### src/bnms_pkg.sv
`timescale 1ns / 1ps
package bnms_pkg;
  localparam int CoordW = 16;
  localparam int PixW = 13;
  localparam int AreaW = 28;
  localparam int SumW = 24;
  localparam int SetsW = 7;
  localparam logic [SetsW-1:0] SetsMax = 7'd127;

  localparam logic [1:0] RegOverlap = 2'd0;
  localparam logic [1:0] RegMerge = 2'd1;
  localparam logic [1:0] RegGap = 2'd2;

  typedef logic signed [PixW-1:0] pix_t;

  typedef struct packed {
    pix_t x0;
    pix_t y0;
    pix_t x1;
    pix_t y1;
  } rect_t;

  typedef struct packed {
    logic [15:0] conf;
    logic [3:0] label;
    logic [7:0] color;
  } meta_t;

  typedef struct packed {
    logic signed [7:0][CoordW-1:0] c;
    rect_t rect;
    logic [AreaW-1:0] area;
    meta_t meta;
    logic last;
  } item_t;

  function automatic pix_t floor_pix(input logic signed [CoordW-1:0] v);
    floor_pix = pix_t'(v >>> 4);
  endfunction
endpackage

### src/bnms_front.sv
`timescale 1ns / 1ps
module bnms_front (
  input  logic                 clk,
  input  logic                 rst,
  input  logic                 start,
  input  logic [7:0][15:0]     coords,
  input  logic [15:0]          conf,
  input  logic [3:0]           class_label,
  input  logic [7:0]           color_code,
  input  logic                 last_box,
  output logic                 busy,
  output logic                 q_valid,
  output bnms_pkg::item_t      q_item,
  input  logic                 q_pop
);
  import bnms_pkg::*;

  typedef enum logic [0:0] {S_IDLE, S_CALC} state_t;
  state_t state;
  item_t hold;
  logic signed [CoordW-1:0] minx, maxx, miny, maxy;
  logic [PixW-1:0] w, h;
  logic full;

  always_comb begin
    minx = coords[0];
    maxx = coords[0];
    miny = coords[1];
    maxy = coords[1];
    for (int k = 1; k < 4; k++) begin
      if ($signed(coords[2*k]) < minx) minx = coords[2*k];
      if ($signed(coords[2*k]) > maxx) maxx = coords[2*k];
      if ($signed(coords[2*k+1]) < miny) miny = coords[2*k+1];
      if ($signed(coords[2*k+1]) > maxy) maxy = coords[2*k+1];
    end
  end

  assign w = PixW'(hold.rect.x1 - hold.rect.x0);
  assign h = PixW'(hold.rect.y1 - hold.rect.y0);
  assign busy = (state != S_IDLE) || full;

  always_ff @(posedge clk) begin
    if (rst) begin
      state <= S_IDLE;
      full <= 1'b0;
    end else begin
      if (q_pop) full <= 1'b0;
      unique case (state)
        S_IDLE: begin
          if (start && !busy) begin
            hold.c <= coords;
            hold.rect.x0 <= floor_pix(minx);
            hold.rect.y0 <= floor_pix(miny);
            hold.rect.x1 <= floor_pix(maxx) + pix_t'(1);
            hold.rect.y1 <= floor_pix(maxy) + pix_t'(1);
            hold.meta <= '{conf: conf, label: class_label, color: color_code};
            hold.last <= last_box;
            state <= S_CALC;
          end
        end
        S_CALC: begin
          q_item <= '{c: hold.c, rect: hold.rect, area: AreaW'(w) * AreaW'(h),
                      meta: hold.meta, last: hold.last};
          full <= 1'b1;
          state <= S_IDLE;
        end
        default: state <= S_IDLE;
      endcase
    end
  end

  assign q_valid = full;
endmodule

### config.mk
export PLATFORM = sky130hd
export DESIGN_NAME = bnms_front
export DESIGN_NICKNAME = d
export VERILOG_FILES = /design/src/bnms_pkg.sv /design/src/bnms_front.sv
export SDC_FILE = /design/constraint.sdc
export NUM_CORES = 1
export LEC_CHECK = 0
export BUFFER_PORTS_ARGS = -buffer_cell sky130_fd_sc_hd__buf_2
export CAP_MARGIN = 20
export CORE_MARGIN = 8
export CORE_UTILIZATION = 45
export CTS_BUF_LIST = sky130_fd_sc_hd__clkbuf_8
export CTS_CLUSTER_SIZE = 20
export DETAILED_ROUTE_END_ITERATION = 10
export PLACE_DENSITY = 0.65
export RECOVER_POWER = 50
export SLEW_MARGIN = 5
export SYNTH_ARGS = -nofsm -noshare
export SYNTH_HDL_FRONTEND = slang
export SYNTH_SLANG_ARGS = --single-unit
export TNS_END_PERCENT = 10
### constraint.sdc
create_clock -name clk -period 27.9 [get_ports clk]
set_clock_uncertainty 0.15 [all_clocks]
set_input_delay 2.79 -clock clk [delete_from_list [all_inputs] [get_ports clk]]
set_output_delay 2.79 -clock clk [all_outputs]
set_load 0.1 [all_outputs]
==> impl_metrics.json <==
{
  "status": "finished, violations left",
  "violations": "max-capacitance violations, max-slew violations",
  "routedWlPerCell_um": 20.72,
  "grt_pass1_vias": 19230,
  "min_path_type": "reg2reg",
  "utilization_pct": 52.61,
  "grt_pass1_wl_mm": 108.8,
  "synth_area_per_cell_um2": 12.22,
  "dp_hpwl_mm": 56.26,
  "rsz0062_at_grt": "no",
  "nets": 3141,
  "maxCapViolCount": 7,
  "h-tree-depth": 3,
  "synth.distinct_cells": 86,
  "finalMaxSlewViolations": 390,
  "startpoint_type": "input pin",
  "fmax_mhz": 93.61,
  "cts_hold_buf": 0,
  "drt-pass1-iter-count": 6,
  "cts_buffers": 76,
  "finalSetupTns_ns": 0,
  "port_buffers": 397,
  "dieArea_um2": 66550,
  "cts_sinks": 442,
  "placedCellCount": 3286,
  "syn-cell-area_um2": 26350,
  "end_kind": "flip-flop",
  "clkLatencyLatePin_ns": 0.67,
  "antenna_left": 0,
  "drc": 0,
  "antenna_found_initial": 8,
  "vias": 18140,
  "hold_viol_final": 0,
  "fin_crit_sh_pct": 38.29,
  "final_area_um2": 30410,
  "cts_root_buf": "clkbuf_8",
  "die_h_um": 258.0,
  "crit_path_max_fanout": 25,
  "ys_ff_latch": 442,
  "synth_cells": 2157,
  "critical_path_class": "in2reg",
  "syn_to_final_growth_pct": 15.42,
  "path_buf_inv": 3,
  "cpLargestDelayFamily": "compound AO/OA/AOI/OAI gates",
  "synth-edff-count": 440,
  "place.gp.congestion": 0.8981,
  "cp_data_required_time_ns": 28.15,
  "synth_ff_type": "edfxtp_1",
  "cts.clk_slew.worst_paths_ns": 0.06,
  "drt-initial-drc-count": 1186,
  "top_level_ports": 400,
  "yosysWarnings": 0,
  "start_util_pct": 45.58,
  "num_rows": 88,
  "grt_max_degree": 83,
  "coreArea_um2": 57810,
  "placed_cell_area_um2": 29210,
  "setup_violations": 0,
  "cp_slowest_cell": "o41ai_2",
  "routed_wl_mm": 71.13,
  "post-cts-setup-buffer-count": 0,
  "relSlewSlack_pct": -191.5,
  "async_flop_share_pct": 0,
  "final_layout_size_suffix_gt1_share_pct": 15.03,
  "final-instance-count-excl-fill": 3432,
  "max_stage_delay_ns": 0.84,
  "nFillCells": 5163,
  "vias_per_cell": 5.285,
  "die_x_um": 258.0,
  "critPathArrivalTime_ns": 10.93,
  "ctsResizeCount": 0,
  "grt_overflow": 0,
  "grt_use_total_pct": 20.87,
  "worst_pin_slew_ns": 4.372,
  "period_needed_ns": 10.68,
  "critPathMostFrequentCell": "ha_1",
  "tritoncts": "built",
  "ys_seq_area_share_pct": 50.30,
  "cts_buffer_depth": 3
}
==> layout by cell type, fill, tap and decap left out, drive strengths merged, types with 57 or more instances in the layout <==
cell | netlist | final
o21ai | 74 | 74
a21oi | 114 | 114
buf | 15 | 271
clkbuf | 36 | 225
inv | 267 | 293
nand2 | 165 | 165
fa | 123 | 123
edfxtp | 440 | 440
nor2 | 116 | 116
nand3 | 57 | 57
ha | 253 | 253
==> routing by layer <==
metal  track usage, %  up-vias  part of all wire (%)
li1                 -     8635                     -
met1            26.95     8835                    43
met2            34.26      546                    47
met3            4.935      123                   6.7
met4            7.296        0                   3.1
met5                0        -                     0
==> synthesized netlist by cell type (all sizes together), types with 4 or more instances <==
library cell | instances | area (um^2)
o211ai | 12 | 95.09
a21oi | 114 | 578.1
mux2i | 46 | 460.4
a31oi | 21 | 137.6
xnor2 | 49 | 429.2
inv | 267 | 1002
edfxtp | 440 | 13210
nor4 | 8 | 62.56
or3 | 6 | 37.54
o31ai | 7 | 57.55
nor2b | 22 | 137.6
o21a | 5 | 37.54
or2 | 5 | 31.28
a211oi | 4 | 30.03
fa | 123 | 2462
nand2b | 16 | 100.1
o41ai | 8 | 100.1
a21boi | 4 | 45.04
nand3b | 4 | 30.03
nand2 | 165 | 626.9
o21bai | 10 | 75.07
a21o | 40 | 300.3
o21ai | 74 | 374.1
buf | 15 | 115.1
and2 | 29 | 181.4
nor3 | 43 | 220.2
clkbuf | 36 | 135.1
nor2 | 116 | 440.4
nand4 | 24 | 150.1
mux2 | 18 | 206.4
xor2 | 27 | 236.5
a211o | 11 | 96.34
a311oi | 6 | 52.55
nand3 | 57 | 290.3
and3 | 20 | 125.1
or4 | 5 | 37.54
a2111oi | 5 | 50.04
ha | 253 | 3166
==> kinds of logic (layout without fill, tap and decap cells) <==
logic type                 Yosys count  after routing  share of synthesized area, %
other                                1              8                       0.01423
AOI/OAI and AO/OA                  347            347                         8.709
buffers and inverters              318            821                         4.753
DFF                                442            442                         50.30
muxes                               64             64                         2.531
adders and majority gates          376            376                         21.36
and+or+nand+nor                    533            533                         9.806
xor gates and xnor gates            76             76                         2.526
==> path summary, 6_finish.rpt <==
| check | start | end | slack (ns) | depth (start not counted) |
|---|---|---|---|---|
| max | coords[15] | hold[81]$_DFFE_PP_ | 17.22 | 27 |
| max reg2reg | hold[70]$_DFFE_PP_ | q_item[53]$_DFFE_PP_ | 19.38 | 29 |
| min | hold[177]$_DFFE_PP_ | q_item[177]$_DFFE_PP_ | 0.26 | 0 |
| min reg2reg | hold[177]$_DFFE_PP_ | q_item[177]$_DFFE_PP_ | 0.26 | 0 |
==> per-stage QoR <==
stage / hold slack [ns] / setup WS [ns]
5_1_grt: 0.2633 / 16.69
3_5_place_dp: 0.2545 / 16.74
2_1_floorplan: 0.2503 / 9.060
4_1_cts: 0.2597 / 17.43
3_3_place_gp: 0.2504 / 16.80
6_report: 0.2578 / 17.22
==> state kept, by name, indices dropped and copies added (netlist names) <==
name     flops
hold       207
q_item     233
q_valid      1
state        1
==> cell type report <==
cell class	count	area [um^2]	share of cell area [%]
sequential	442	13250	43.58
multi-input combinational	1398	11870	39.02
timing repair buffer	419	1953	6.422
clock buffer	77	1060	3.485
inverter	267	1002	3.295
tap	765	957.2	3.147
clock inverter	58	305.3	1.004
antenna	6	15.01	0.04937
==> worst register-to-register path: cells and delay by family (launching register included) <==
kind / cells / cell delay [ns]
fa+ha+maj: 8 / 3.36
buf+inv: 4 / 0.42
xor+xnor: 2 / 0.26
flops: 1 / 0.41
compound gates: 11 / 3.09
simple gates: 4 / 0.56
Power is not shown: default switching activity piles up to over one toggle a cycle in this logic, so the estimate is an artifact.
